<file path="config.mk">
export PLATFORM = sky130hd
export DESIGN_NAME = block_bitmap_allocator
export DESIGN_NICKNAME = d
export VERILOG_FILES = /design/src/rtl/bba_pkg.sv /design/src/rtl/block_bitmap_allocator.sv /design/src/rtl/bba_map_ram.sv
export SDC_FILE = /design/constraint.sdc
export NUM_CORES = 1
export LEC_CHECK = 0
export BUFFER_PORTS_ARGS = -buffer_cell sky130_fd_sc_hd__buf_4
export CORE_UTILIZATION = 56
export CTS_CLUSTER_DIAMETER = 120
export DETAILED_ROUTE_END_ITERATION = 6
export PLACE_DENSITY = 0.86
export SYNTH_ARGS = -nofsm -noshare
export SYNTH_HDL_FRONTEND = slang
export SYNTH_SLANG_ARGS = --single-unit
</file>
<file path="constraint.sdc">
create_clock -name clk_i -period 2.6 [get_ports clk_i]
set_input_delay 0 -clock clk_i [delete_from_list [all_inputs] [get_ports clk_i]]
set_output_delay 0 -clock clk_i [all_outputs]
set_load 0.01 [all_outputs]
</file>
<file path="src/rtl/bba_pkg.sv">
package bba_pkg;

  localparam int unsigned NumBlocksDef = 64;
  localparam int unsigned BlockW       = 6;
  localparam int unsigned CountW       = 7;

  localparam logic FUNC_CONTIG  = 1'b0;
  localparam logic FUNC_SCATTER = 1'b1;

  typedef enum logic [1:0] {
    ST_OK     = 2'd0,
    ST_USED   = 2'd1,
    ST_NOFREE = 2'd2,
    ST_RANGE  = 2'd3
  } status_e;

  typedef enum logic [5:0] {
    S_CLEAR = 6'b000001,
    S_IDLE  = 6'b000010,
    S_CCHK  = 6'b000100,
    S_CMARK = 6'b001000,
    S_SSCAN = 6'b010000,
    S_RESP  = 6'b100000
  } state_e;

endpackage

</file>
<file path="src/rtl/block_bitmap_allocator.sv">
// Contiguous request: the range is read, then marked, then one status beat is sent.
// Scattered request: one read of the bitmap RAM per block scanned, one beat per free block
// found; refused or zero-length requests of either kind answer with a single status beat.
// One request at a time; the bitmap RAM is scanned through its single read port.
// Reset: rst_ni clears control state, then a clearing pass frees every block; in_ready_o
// stays low until it ends.
module block_bitmap_allocator
  import bba_pkg::*;
#(
  parameter int unsigned NUM_BLOCKS = NumBlocksDef
) (
  input  logic              clk_i,
  input  logic              rst_ni,
  input  logic              in_valid_i,
  output logic              in_ready_o,
  input  logic              func_i,
  input  logic [BlockW-1:0] start_block_i,
  input  logic [CountW-1:0] block_count_i,
  output logic              out_valid_o,
  input  logic              out_ready_i,
  output logic [BlockW-1:0] block_number_o,
  output logic              has_block_o,
  output logic [1:0]        status_o,
  output logic              last_o
);

  localparam int unsigned AW = $clog2(NUM_BLOCKS);   // bitmap address
  localparam int unsigned SW = AW + 1;               // scan pointer, reaches NUM_BLOCKS
  localparam int unsigned CW = $clog2(NUM_BLOCKS + 1); // block counts

  state_e         state_q, state_d;
  logic [SW-1:0]  scan_q, scan_d;
  logic [SW-1:0]  end_q, end_d;
  logic [AW-1:0]  base_q, base_d;
  logic [CW-1:0]  rem_q, rem_d;
  logic [CW-1:0]  free_q, free_d;
  logic           seen_q, seen_d;
  logic           rd_vld_q, rd_vld_d;
  logic [AW-1:0]  rd_addr_q, rd_addr_d;
  status_e        resp_q, resp_d;

  logic              out_valid_q, out_valid_d;
  logic [BlockW-1:0] out_block_q, out_block_d;
  logic              out_has_q, out_has_d;
  status_e           out_status_q, out_status_d;
  logic              out_last_q, out_last_d;

  logic          in_fire, can_adv, stall, issue;
  logic          sc_take, sc_final, cc_done, cc_used;
  logic [7:0]    req_end;
  logic          mem_we, mem_wdata, mem_rdata;
  logic [AW-1:0] mem_waddr;

  // Bitmap store: one bit per block, 1 = used.
  bba_map_ram #(
    .Depth (NUM_BLOCKS)
  ) u_map (
    .clk_i   (clk_i),
    .we_i    (mem_we),
    .waddr_i (mem_waddr),
    .wdata_i (mem_wdata),
    .re_i    (issue),
    .raddr_i (scan_q[AW-1:0]),
    .rdata_o (mem_rdata)
  );

  assign in_ready_o = (state_q == S_IDLE);
  assign in_fire    = in_valid_i && in_ready_o;
  // The result register can take a new beat this cycle.
  assign can_adv    = !out_valid_q || out_ready_i;
  assign req_end    = 8'(start_block_i) + 8'(block_count_i);

  // Scattered scan: a free block waiting on a full result register freezes the scan.
  assign stall    = (state_q == S_SSCAN) && rd_vld_q && !mem_rdata && !can_adv;
  assign sc_take  = (state_q == S_SSCAN) && rd_vld_q && !mem_rdata && can_adv;
  assign sc_final = sc_take && (rem_q == CW'(1));

  // Contiguous check: the last read of the range has come back.
  assign cc_used = seen_q || (rd_vld_q && mem_rdata);
  assign cc_done = (state_q == S_CCHK) && rd_vld_q
                   && ((SW'(rd_addr_q) + SW'(1)) == end_q);

  always_comb begin
    issue = 1'b0;
    unique case (state_q)
      S_CCHK:  issue = (scan_q < end_q);
      S_SSCAN: issue = !stall && !sc_final && (scan_q < SW'(NUM_BLOCKS));
      default: issue = 1'b0;
    endcase
  end

  // Write port: clearing pass, contiguous marking, scattered take.
  always_comb begin
    mem_we    = 1'b0;
    mem_wdata = 1'b1;
    mem_waddr = scan_q[AW-1:0];
    unique case (state_q)
      S_CLEAR: begin
        mem_we    = 1'b1;
        mem_wdata = 1'b0;
      end
      S_CMARK: mem_we = 1'b1;
      S_SSCAN: begin
        mem_we    = sc_take;
        mem_waddr = rd_addr_q;
      end
      default: mem_we = 1'b0;
    endcase
  end

  always_comb begin
    state_d   = state_q;
    scan_d    = scan_q;
    end_d     = end_q;
    base_d    = base_q;
    rem_d     = rem_q;
    free_d    = free_q;
    seen_d    = seen_q;
    resp_d    = resp_q;
    rd_vld_d  = issue || stall;
    rd_addr_d = issue ? scan_q[AW-1:0] : rd_addr_q;

    out_valid_d  = out_valid_q && !out_ready_i;
    out_block_d  = out_block_q;
    out_has_d    = out_has_q;
    out_status_d = out_status_q;
    out_last_d   = out_last_q;

    if (issue) begin
      scan_d = scan_q + SW'(1);
    end

    unique case (state_q)
      S_CLEAR: begin
        scan_d = scan_q + SW'(1);
        if (scan_q == SW'(NUM_BLOCKS - 1)) begin
          scan_d  = '0;
          state_d = S_IDLE;
        end
      end
      S_IDLE: begin
        if (in_fire) begin
          if (func_i == FUNC_CONTIG) begin
            priority if (req_end > 8'(NUM_BLOCKS)) begin
              resp_d  = ST_RANGE;
              state_d = S_RESP;
            end else if (block_count_i == '0) begin
              resp_d  = ST_OK;
              state_d = S_RESP;
            end else begin
              scan_d  = SW'(start_block_i);
              base_d  = AW'(start_block_i);
              end_d   = SW'(req_end);
              rem_d   = CW'(block_count_i);
              seen_d  = 1'b0;
              state_d = S_CCHK;
            end
          end else begin
            priority if (8'(block_count_i) > 8'(free_q)) begin
              resp_d  = ST_NOFREE;
              state_d = S_RESP;
            end else if (block_count_i == '0) begin
              resp_d  = ST_OK;
              state_d = S_RESP;
            end else begin
              scan_d  = '0;
              rem_d   = CW'(block_count_i);
              state_d = S_SSCAN;
            end
          end
        end
      end
      S_CCHK: begin
        seen_d = cc_used;
        if (cc_done) begin
          if (cc_used) begin
            resp_d  = ST_USED;
            state_d = S_RESP;
          end else begin
            scan_d  = SW'(base_q);
            state_d = S_CMARK;
          end
        end
      end
      S_CMARK: begin
        scan_d = scan_q + SW'(1);
        rem_d  = rem_q - CW'(1);
        free_d = free_q - CW'(1);
        if (rem_q == CW'(1)) begin
          resp_d  = ST_OK;
          state_d = S_RESP;
        end
      end
      S_SSCAN: begin
        if (sc_take) begin
          rem_d        = rem_q - CW'(1);
          free_d       = free_q - CW'(1);
          out_valid_d  = 1'b1;
          out_block_d  = BlockW'(rd_addr_q);
          out_has_d    = 1'b1;
          out_status_d = ST_OK;
          out_last_d   = sc_final;
          if (sc_final) begin
            state_d = S_IDLE;
          end
        end
      end
      S_RESP: begin
        if (can_adv) begin
          out_valid_d  = 1'b1;
          out_block_d  = '0;
          out_has_d    = 1'b0;
          out_status_d = resp_q;
          out_last_d   = 1'b1;
          state_d      = S_IDLE;
        end
      end
      default: state_d = S_IDLE;
    endcase
  end

  always_ff @(posedge clk_i or negedge rst_ni) begin
    if (!rst_ni) begin
      state_q     <= S_CLEAR;
      scan_q      <= '0;
      end_q       <= '0;
      rem_q       <= '0;
      free_q      <= CW'(NUM_BLOCKS);
      seen_q      <= 1'b0;
      rd_vld_q    <= 1'b0;
      resp_q      <= ST_OK;
      out_valid_q <= 1'b0;
    end else begin
      state_q     <= state_d;
      scan_q      <= scan_d;
      end_q       <= end_d;
      rem_q       <= rem_d;
      free_q      <= free_d;
      seen_q      <= seen_d;
      rd_vld_q    <= rd_vld_d;
      resp_q      <= resp_d;
      out_valid_q <= out_valid_d;
    end
  end

  // Payload registers, no reset needed.
  always_ff @(posedge clk_i) begin
    base_q       <= base_d;
    rd_addr_q    <= rd_addr_d;
    out_block_q  <= out_block_d;
    out_has_q    <= out_has_d;
    out_status_q <= out_status_d;
    out_last_q   <= out_last_d;
  end

  assign out_valid_o    = out_valid_q;
  assign block_number_o = out_block_q;
  assign has_block_o    = out_has_q;
  assign status_o       = out_status_q;
  assign last_o         = out_last_q;

endmodule

</file>
<file path="src/rtl/bba_map_ram.sv">
module bba_map_ram #(
  parameter int unsigned Depth = 64,
  parameter int unsigned AddrW = $clog2(Depth)
) (
  input  logic             clk_i,
  input  logic             we_i,
  input  logic [AddrW-1:0] waddr_i,
  input  logic             wdata_i,
  input  logic             re_i,
  input  logic [AddrW-1:0] raddr_i,
  output logic             rdata_o
);

  logic mem [Depth];
  logic rdata_q;

  always_ff @(posedge clk_i) begin
    if (we_i) begin
      mem[waddr_i] <= wdata_i;
    end
  end

  // Hold the last read word until the next read.
  always_ff @(posedge clk_i) begin
    if (re_i) begin
      rdata_q <= mem[raddr_i];
    end
  end

  assign rdata_o = rdata_q;

endmodule

</file>
==> results_dict.tcl, run 1 <==
set metrics [dict create \
    status "finished with violations" \
    violations "design-rule violations, negative setup slack" \
    hold_viol_final 0 \
    pwr-share-comb_pct 37.8 \
    max_freq_ghz 0.384 \
    start_kind "flop" \
    die_h_um 113 \
    synthFlopType "edfxtp_1" \
    tritoncts "yes" \
    syn_area_per_cell_sq_um 11.2 \
    internal-power_w 0.00500 \
    synth_seq_cells 126 \
    grt_usage_pct 30.5 \
    power.density_nw_per_um2 927 \
    pin_count 30 \
    stdcell_count 862 \
    finalWorstSetupSlack_ps -2.72 \
    yosys-top-cells-count "nor2_1, edfxtp_1, nand2_1" \
    initialDrtViolationCount 949 \
    htree_num_levels 4 \
    clock-sinks 126 \
    crit_required_ps 2900 \
    slowest_delay_ps 540 \
    layout.nets 745 \
    synth-warning-count 0 \
    placed_cells 814 \
    cts_buffers 17 \
    ir_drop_v 0.000573 \
    antenna_cells 0 \
    routed_via_density 6.65 \
    die_area_sq_um 12800 \
    clockRootBuffer "clkbuf_16" \
    start_util_pct 57.5 \
    clkTransAtPathRegs_ps 60 \
    yosysTopAreaCellShare_pct 37.9 \
    grt_pass1_vias 5587 \
    rows 40 \
    fin_skew_ps 13.4 \
    end_kind "flop" \
    cap_violations 0 \
    fillers 729 \
    postSynthCellCount 616 \
    port_buffers 29 \
    switchingPower_w 0.00280 \
    wl_per_cell_um 21.7 \
    drt_wl_total_mm 18.7 \
    place.gp.congestion 0.931 \
    power.total_w 0.00780 \
    fin_crit_sh_pct 100 \
    critPathSlowestCell "or4b_4" \
    grt_pass1_wl_mm 29.2 \
    vias 5730 \
    synth_seq_area_share_pct 52.0 \
    max_slew_margin_pct 63.2 \
    clk_latency_ps 420 \
    timing.hold.ws_ps 31.6 \
    yosys.area.top_type "edfxtp_1" \
    clockBufferDepth 2 \
    yosysMostFrequentCell "nor2_1" \
    async_reset_ff_share_pct 31.0 \
    antenna_found_initial 0 \
    pwr-share-clk_pct 27.6 \
    arrival_ps 2900 \
    dr.pass1.iters 7 \
    core_sq_um 12000 \
    rsz0062_at_grt "yes" \
    place_ws_ps -180 \
    critPathMaxFanout 5 \
    p_seq_share_pct 34.6 \
    hold_path_class "input pin to flop" \
    critPathKind "flop to flop" \
    synth_cell_types 73 \
    grt_max_degree 65 \
    syn_to_final_growth_pct 22.0 \
    ant_nets 0 \
    path_cells "ha_2, buf_4, or3_1, nor3_2, or4b_4, o2111ai_4, o21bai_1, and2_1, and2_2, o211ai_1" \
    period_needed_ps 2600 \
    drc 1 \
    synth_edf_count 87 \
    tns_ps -2.72 \
    syn-cell-area_sq_um 6900 \
    worst_pin_slew_ps 552 \
    die_x_um 113 \
    swShare_pct 35.9 \
    setup_viol_count_final 1 \
    hpwl_mm 11.7 \
    maxSlewViolCount 0 \
    yosys-top-cells-area "edfxtp_1, dfrtp_1, mux4_2" \
    syn_nets 659 \
    overflow 0 \
    p_leak_nw 3.00 \
    drive_gt1_share_pct 23.8 \
]
==> cell usage in the layout (no fill, tap or decap), drive strengths merged, types with 3 or more instances in the layout <==
master       count
o31ai            6
or3              4
nand2b           7
xor2             7
clkinv           6
clkbuf          17
ha              24
a21oi           23
o21a             6
o22ai            4
a21o             5
edfxtp          87
nand3           15
nand4            5
nand2           48
clkinvlp         4
o21ai           26
dfrtp           37
nor2            94
nor3            14
or4b             3
nand3b          10
buf             79
o311ai           3
mux2i            7
nor2b            6
xnor2           18
a22oi            4
nor4             5
dlygate4sd3     15
o21bai           4
o211ai           5
a221oi           3
inv             39
mux4            21
and2             9
a211oi           6
==> logic make-up after synthesis <==
logic type | count (synthesis) | share of synthesized area (%)
fa+ha+maj | 25 | 4.64
mux | 28 | 7.87
buf+inv | 61 | 3.73
xor+xnor | 26 | 3.50
compound gates | 118 | 12.0
flops | 126 | 52.0
simple gates | 232 | 16.2
==> through the flow <==
step / area (sq um) / utilization [%]
6_report: 8420 / 70.1
3_5_place_dp: 7580 / 63.1
2_1_floorplan: 6900 / -
4_1_cts: 8310 / 69.2
3_3_place_gp: 7580 / 63.1
5_1_grt: 8420 / 70.1
==> final timing paths <==
| path | start | end | slack [ps] | cells past startpoint |
|---|---|---|---|---|
| max in group asynchronous | rst_ni | state_q[5] | 2120 | 2 |
| min in group asynchronous | rst_ni | state_q[1] | 100 | 2 |
| worst min register to register | free_q[5] | free_q[5] | 480 | 1 |
| worst max register to register | rd_addr_q[0] | scan_q[5] | -3 | 10 |
| worst min-delay path | block_count_i[1] | rem_q[1] | 30 | 4 |
| worst max-delay path | rd_addr_q[0] | scan_q[5] | -3 | 10 |
==> critical path, delay by kind of cell, from the launching register on <==
kind / cells / cell delay (ps)
DFF: 1 / 360
adders and majority gates: 1 / 220
AOI/OAI and AO/OA: 3 / 630
buffers and inverters: 1 / 150
and+or+nand+nor: 5 / 1120
==> area by class of cell <==
type | instances | area (sq um) | share of cell area [%]
sequential | 126 | 3590 | 42.7
multi-input combinational | 429 | 3190 | 37.9
inverter | 34 | 133 | 1.58
clock inverter | 15 | 110 | 1.31
tap | 147 | 184 | 2.19
timing repair buffer | 94 | 781 | 9.28
clock buffer | 17 | 425 | 5.05
==> repair_timing <==
| action | CTS | global route |
|---|---|---|
| resized for setup | 8 | 24 |
| hold buffers | 15 | 0 |
| endpoints found under the hold margin | 57 | 0 |
| endpoints found under the setup margin | 22 | 48 |
| pin swaps | 1 | 3 |
| buffers inserted | 0 | 1 |
==> state kept, by name (all words and copies together) (netlist names), 6 cells and up <==
| signal | count |
|---|---|
| rd_addr_q | 6 |
| free_q | 7 |
| rem_q | 7 |
| block_number_o | 6 |
| end_q | 7 |
| u_map.mem | 64 |
| state_q | 6 |
| base_q | 6 |
| scan_q | 7 |
==> layer usage <==
layer / track usage [%] / routed length [um] / part of all wire, % / vias up
met2: 49.7 / 9070 / 49 / 448
li1: - / - / - / 2452
met4: 15.3 / 865 / 4.6 / 0
met3: 7.07 / 2150 / 11 / 103
met1: 38.6 / 6590 / 35 / 2727
met5: 0 / 0 / 0 / -
==> power groups by stage <==
stage          registers (W)  clock network (W)  logic [W]
5_1_grt              0.00273            0.00223    0.00315
3_3_place_gp         0.00268                  0    0.00256
2_1_floorplan        0.00265                  0    0.00187
6_report             0.00270            0.00215    0.00295
4_1_cts              0.00267            0.00215    0.00280
3_5_place_dp         0.00270                  0    0.00269
Note: power is estimated with default switching activity, not from simulation.
==> run 2: changes to the inputs <==
--- a/config.mk
+++ b/config.mk
@@ -6,10 +6,12 @@
 export NUM_CORES = 1
 export LEC_CHECK = 0
 export BUFFER_PORTS_ARGS = -buffer_cell sky130_fd_sc_hd__buf_4
+export CORE_ASPECT_RATIO = 0.9
 export CORE_UTILIZATION = 56
 export CTS_CLUSTER_DIAMETER = 120
 export DETAILED_ROUTE_END_ITERATION = 6
 export PLACE_DENSITY = 0.86
+export RECOVER_POWER = 50
 export SYNTH_ARGS = -nofsm -noshare
 export SYNTH_HDL_FRONTEND = slang
 export SYNTH_SLANG_ARGS = --single-unit
==> results_dict.tcl, run 2 (synthesis results as in run 1) <==
set metrics [dict create \
    die_x_um 119 \
    layout.nets 740 \
    critPathSlowestCell "dfrtp_1" \
    fin_crit_sh_pct 98.9 \
    cts_buffers 17 \
    maxSlewViolCount 40 \
    wl_per_cell_um 21.3 \
    place.gp.congestion 0.932 \
    clkTransAtPathRegs_ps 60 \
    setup_viol_count_final 0 \
    overflow 0 \
    start_kind "flop" \
    layout_commonest_cell "nor2_1" \
    slowest_delay_ps 390 \
    period_needed_ps 2570 \
    reg2reg_from "state_q[1]" \
    hold_depth 4 \
    worstRegToRegCells 9 \
    reg2reg_slack_ps 30 \
    clock-sinks 126 \
    max_freq_ghz 0.389 \
    power.density_nw_per_um2 980 \
    mostFrequentLayoutCells "nor2_1, edfxtp_1, buf_4" \
    clockRootBuffer "clkbuf_16" \
    grt_max_degree 65 \
    grt_pass1_wl_mm 28.9 \
    die_area_sq_um 12800 \
    port_buffers 29 \
    grt_pass1_vias 5611 \
    drt_wl_total_mm 18.5 \
    antenna_cells 0 \
    clockBufferDepth 2 \
    die_h_um 107 \
    power.total_w 0.00822 \
    holdPathEnd "rem_q[3]" \
    start_util_pct 57.4 \
    critPathMaxFanout 4 \
    clk_latency_ps 430 \
    grt_usage_pct 30.2 \
    htree_num_levels 4 \
    rsz0062_at_grt "yes" \
    syn_to_final_growth_pct 21.5 \
    critPathKind "flop to flop" \
    drc 0 \
    cap_violations 1 \
    reg2reg_to "scan_q[5]" \
    ant_nets 0 \
    holdCritStartpoint "block_count_i[3]" \
    fin_skew_ps 10.0 \
    hold_viol_final 0 \
    stdcell_count 870 \
    status "finished with violations" \
    hpwl_mm 11.8 \
    crit_required_ps 2890 \
    placed_cells 823 \
    arrival_ps 2860 \
    top_register "u_map.mem" \
    rows 38 \
    max_slew_margin_pct -47.9 \
    end_kind "flop" \
    vias 5659 \
    hold_path_class "input pin to flop" \
    drive_gt1_share_pct 19.9 \
    finalWorstSetupSlack_ps 29.6 \
    place_ws_ps -195 \
    ir_drop_v 0.000510 \
    pin_count 30 \
    worst_pin_slew_ps 2220 \
    antenna_found_initial 0 \
    initialDrtViolationCount 794 \
    tritoncts "yes" \
    violations "max-capacitance violations, max-slew violations" \
    core_sq_um 12000 \
    largest_reg_flops 64 \
    routed_via_density 6.50 \
    dr.pass1.iters 7 \
    path_cells "buf_4, nor4_2, nand3b_1, a211oi_1, o21ai_1, a21oi_2, and3_1, xnor2_1, o211ai_1" \
    p_leak_nw 2.94 \
    timing.hold.ws_ps 29.4 \
]
==> run 2: changes by cell type in the layout (fill, tap and decap cells not counted), moves of 3 or more <==
cell,before,now
inv_6,6,2
buf_4,76,55
bufinv_16,0,5
clkbuf_1,0,19
clkinvlp_4,4,1
o21ai_1,4,7
==> run 2: critical path, delay by kind of cell, from the launching register on <==
| kind | cells | cell delay (ps) |
|---|---|---|
| AOI/OAI and AO/OA | 4 | 930 |
| xor gates and xnor gates | 1 | 170 |
| buffers and inverters | 1 | 160 |
| DFF | 1 | 390 |
| and+or+nand+nor | 3 | 780 |
==> run 2: how the worst max path moves through the flow <==
stage                           from       endpoint  cells past startpoint
floorplan                 state_q[3]      scan_q[0]                     10
global placement    start_block_i[0]       rem_q[0]                     13
detailed placement  start_block_i[0]      scan_q[2]                     13
CTS                       state_q[3]  u_map.mem[20]                      6
global route              state_q[1]      scan_q[5]                      9
finish                    state_q[1]      scan_q[5]                      9
==> run 2: layout make-up <==
| class | count | area [sq um] |
|---|---|---|
| Fill cell | 782 | 3640 |
| Sequential cell | 126 | 3590 |
| Multi-Input combinational cell | 429 | 3160 |
| Timing Repair Buffer | 89 | 661 |
| Clock buffer | 18 | 429 |
| Clock inverter | 14 | 214 |
| Tap cell | 160 | 200 |
| Inverter | 34 | 133 |
==> run 2: what timing repair did <==
action	in CTS	in global routing
hold buffers	14	0
buffers inserted	0	1
gates resized for setup	4	23
pin swaps	2	2
hold endpoints to repair	58	0
setup endpoints to repair	53	69
==> run 2: power by group <==
part	total, W	leakage [nW]	internal, W	switching (W)
combinational	0.00291	1.53	0.00129	0.00163
clock	0.00261	0.310	0.00170	0.000908
sequential	0.00269	1.11	0.00242	0.000269
==> run 2: routing by layer <==
metal | wire [um] | part of all wire [%] | vias to the layer above | global-route usage, %
li1 | - | - | 2442 | -
met1 | 7250 | 39 | 2722 | 39.7
met2 | 8760 | 47 | 407 | 48.2
met3 | 1880 | 10 | 88 | 7.89
met4 | 652 | 3.5 | 0 | 11.8
met5 | 0 | 0 | - | 0
==> run 2: through the flow <==
stage / utilization, % / setup TNS (ps) / cell area (sq um)
after CTS: 69.5 / -12.7 / 8360
after global placement: 62.8 / -249 / 7560
after global routing: 69.7 / -541 / 8380
after detailed placement: 62.8 / -1910 / 7560
after floorplan: - / -225 / 6900
final: 69.7 / 0 / 8380
==> run 3: changes to the inputs <==
--- a/config.mk
+++ b/config.mk
@@ -14,4 +14,5 @@
 export RECOVER_POWER = 50
 export SYNTH_ARGS = -nofsm -noshare
 export SYNTH_HDL_FRONTEND = slang
+export SYNTH_HIERARCHICAL = 1
 export SYNTH_SLANG_ARGS = --single-unit
==> results_dict.tcl, run 3 <==
set metrics [dict create \
    mostFrequentLayoutCells "nor2_1, edfxtp_1, buf_4" \
    worst_pin_slew_ps 2220 \
    grt_usage_pct 30.8 \
    cp_common_cell "buf_4" \
    core_sq_um 12100 \
    dr.pass1.iters 7 \
    path_cells "ha_4, buf_4, a21o_1, a211oi_2, o311ai_2, a2111oi_4, buf_4, and3b_2, a221o_1, nor2_1, o31ai_1" \
    start_util_pct 57.9 \
    drc 2 \
    yosys-top-cells-area "edfxtp_1, dfrtp_1, nor2_1" \
    die_x_um 120 \
    postSynthCellCount 643 \
    yosysMostFrequentCell "nor2_1" \
    clk_latency_ps 440 \
    ir_drop_v 0.000499 \
    grt_pass1_vias 5840 \
    synth_seq_cells 126 \
    routed_via_density 6.51 \
    start_kind "flop" \
    synth_seq_area_share_pct 51.1 \
    hold_viol_final 0 \
    yosysTopAreaCellShare_pct 37.2 \
    power.density_nw_per_um2 883 \
    pwr-share-comb_pct 34.5 \
    fin_util_pct 72.6 \
    pin_count 30 \
    die_h_um 108 \
    syn_to_final_growth_pct 25.3 \
    period_needed_ps 2710 \
    rows 38 \
    power.total_w 0.00777 \
    synth_simple_gate_area_share_pct 19.0 \
    layout_commonest_cell "nor2_1" \
    antenna_cells 0 \
    port_buffers 29 \
    ant_nets 0 \
    yosys-top-cells-count "nor2_1, edfxtp_1, nand2_1" \
    grt_pass1_wl_mm 29.8 \
    swShare_pct 35.7 \
    grt_max_degree 65 \
    synth_edf_count 87 \
    fin_skew_ps 11.1 \
    wl_per_cell_um 20.9 \
    place.gp.congestion 0.918 \
    finalWorstSetupSlack_ps -106 \
    p_leak_nw 3.09 \
    clkTransAtPathRegs_ps 60 \
    async_reset_ff_share_pct 31.0 \
    htree_num_levels 4 \
    tns_ps -480 \
    synth_compound_area_share_pct 11.7 \
    cts_buffers 17 \
    synth_top_family_by_area "simple AND/OR/NAND/NOR gates" \
    setup_viol_count_final 6 \
    syn_area_per_cell_sq_um 10.9 \
    synth_fa_ha_area_share_pct 4.56 \
    synthXorXnorAreaFrac_pct 3.33 \
    max_slew_margin_pct -47.7 \
    yosys.area.top_type "edfxtp_1" \
    violations "design-rule violations, max-capacitance violations, max-slew violations, negative setup slack" \
    arrival_ps 3040 \
    largest_reg_flops 64 \
    switchingPower_w 0.00278 \
    synth_cell_types 78 \
    die_area_sq_um 13000 \
    hpwl_mm 12.5 \
    rsz0062_at_grt "yes" \
    clock-sinks 126 \
    max_freq_ghz 0.370 \
    critPathMaxFanout 5 \
    crit_required_ps 2930 \
    fillers 793 \
    overflow 0 \
    cap_violations 1 \
    drt_wl_total_mm 19.4 \
    fin_crit_sh_pct 104 \
    drive_gt1_share_pct 24.8 \
    pwr-share-clk_pct 31.2 \
    critPathSlowestCell "edfxtp_1" \
    synth-warning-count 6 \
    maxSlewViolCount 40 \
    layout.nets 800 \
    status "finished with violations" \
    hold_path_class "input pin to flop" \
    clockBufferDepth 2 \
    syn-cell-area_sq_um 7020 \
    tritoncts "yes" \
    top_register "u_map/mem" \
    synthFlopType "edfxtp_1" \
    muxShareOfSynthArea_pct 6.42 \
    end_kind "flop" \
    internal-power_w 0.00500 \
    vias 6050 \
    slowest_delay_ps 450 \
    clockRootBuffer "clkbuf_16" \
    critPathKind "flop to flop" \
    initialDrtViolationCount 816 \
    syn_nets 686 \
    timing.hold.ws_ps 68.0 \
    p_seq_share_pct 34.3 \
    antenna_found_initial 0 \
]
-- run 3: repair_timing --
action / in CTS / in global routing
pin swaps: 6 / 18
endpoints found under the hold margin: 63 / 0
gates cloned: 0 / 1
buffers inserted: 1 / 5
hold buffers: 17 / 0
setup endpoints to repair: 15 / 90
resized for setup: 16 / 23
-- run 3: cell type report --
| cell class | count | area [sq um] | share of cell area (%) |
|---|---|---|---|
| clock inverter | 15 | 170 | 1.93 |
| clock buffer | 17 | 425 | 4.83 |
| inverter | 36 | 144 | 1.64 |
| tap | 160 | 200 | 2.27 |
| timing repair buffer | 118 | 881 | 10.0 |
| sequential | 126 | 3590 | 40.8 |
| multi-input combinational | 458 | 3390 | 38.5 |
-- run 3: kinds of logic (layout without fill, tap and decap cells) --
kind of cell | Yosys count | after routing
simple gates | 264 | 264
flops | 126 | 126
compound gates | 116 | 116
buf+inv | 59 | 186
mux | 28 | 28
fa+ha+maj | 25 | 25
xor+xnor | 25 | 25
-- run 3: worst paths after layout --
path,to,from,depth (start not counted),slack [ps]
max,scan_q[1],rd_addr_q[0],11,-110
min,end_q[0],block_count_i[0],3,70
max reg2reg,scan_q[1],rd_addr_q[0],11,-110
min reg2reg,scan_q[3],base_q[3],2,510
max in group asynchronous,free_q[2],rst_ni,2,380
min in group asynchronous,rem_q[4],rst_ni,2,770
-- run 3: power groups by stage --
stage / sequential (W) / combinational (W) / clock, W
3_5_place_dp: 0.00267 / 0.00246 / 0
4_1_cts: 0.00264 / 0.00257 / 0.00241
2_1_floorplan: 0.00265 / 0.00163 / 0
5_1_grt: 0.00269 / 0.00287 / 0.00252
3_3_place_gp: 0.00265 / 0.00233 / 0
6_report: 0.00266 / 0.00268 / 0.00242
-- run 3: worst max-delay path, delay by kind of cell, from the launching register on --
kind                       cells  cell delay (ps)
AOI/OAI and AO/OA              6             1350
DFF                            1              450
and+or+nand+nor                2              280
buffers and inverters          2              320
adders and majority gates      1              210
-- run 3: metal layers --
layer  wire length, um  part of all wire [%]  GRT usage (%)  up-vias
met5                 0                     0              0        -
met3              2110                    11           8.39       78
met1              7410                    38           39.1     2908
met2              9110                    47           48.2      451
li1                  -                     -              -     2613
met4               757                   3.9           16.9        0
-- run 3: per-stage QoR --
stage	std cells	setup slack, ps	cell area, sq um
global placement	874	-24.7	7900
CTS	924	-66.3	8750
floorplan	643	-154	7110
finish	930	-106	8800
detailed placement	874	-193	7900
global route	930	-232	8800
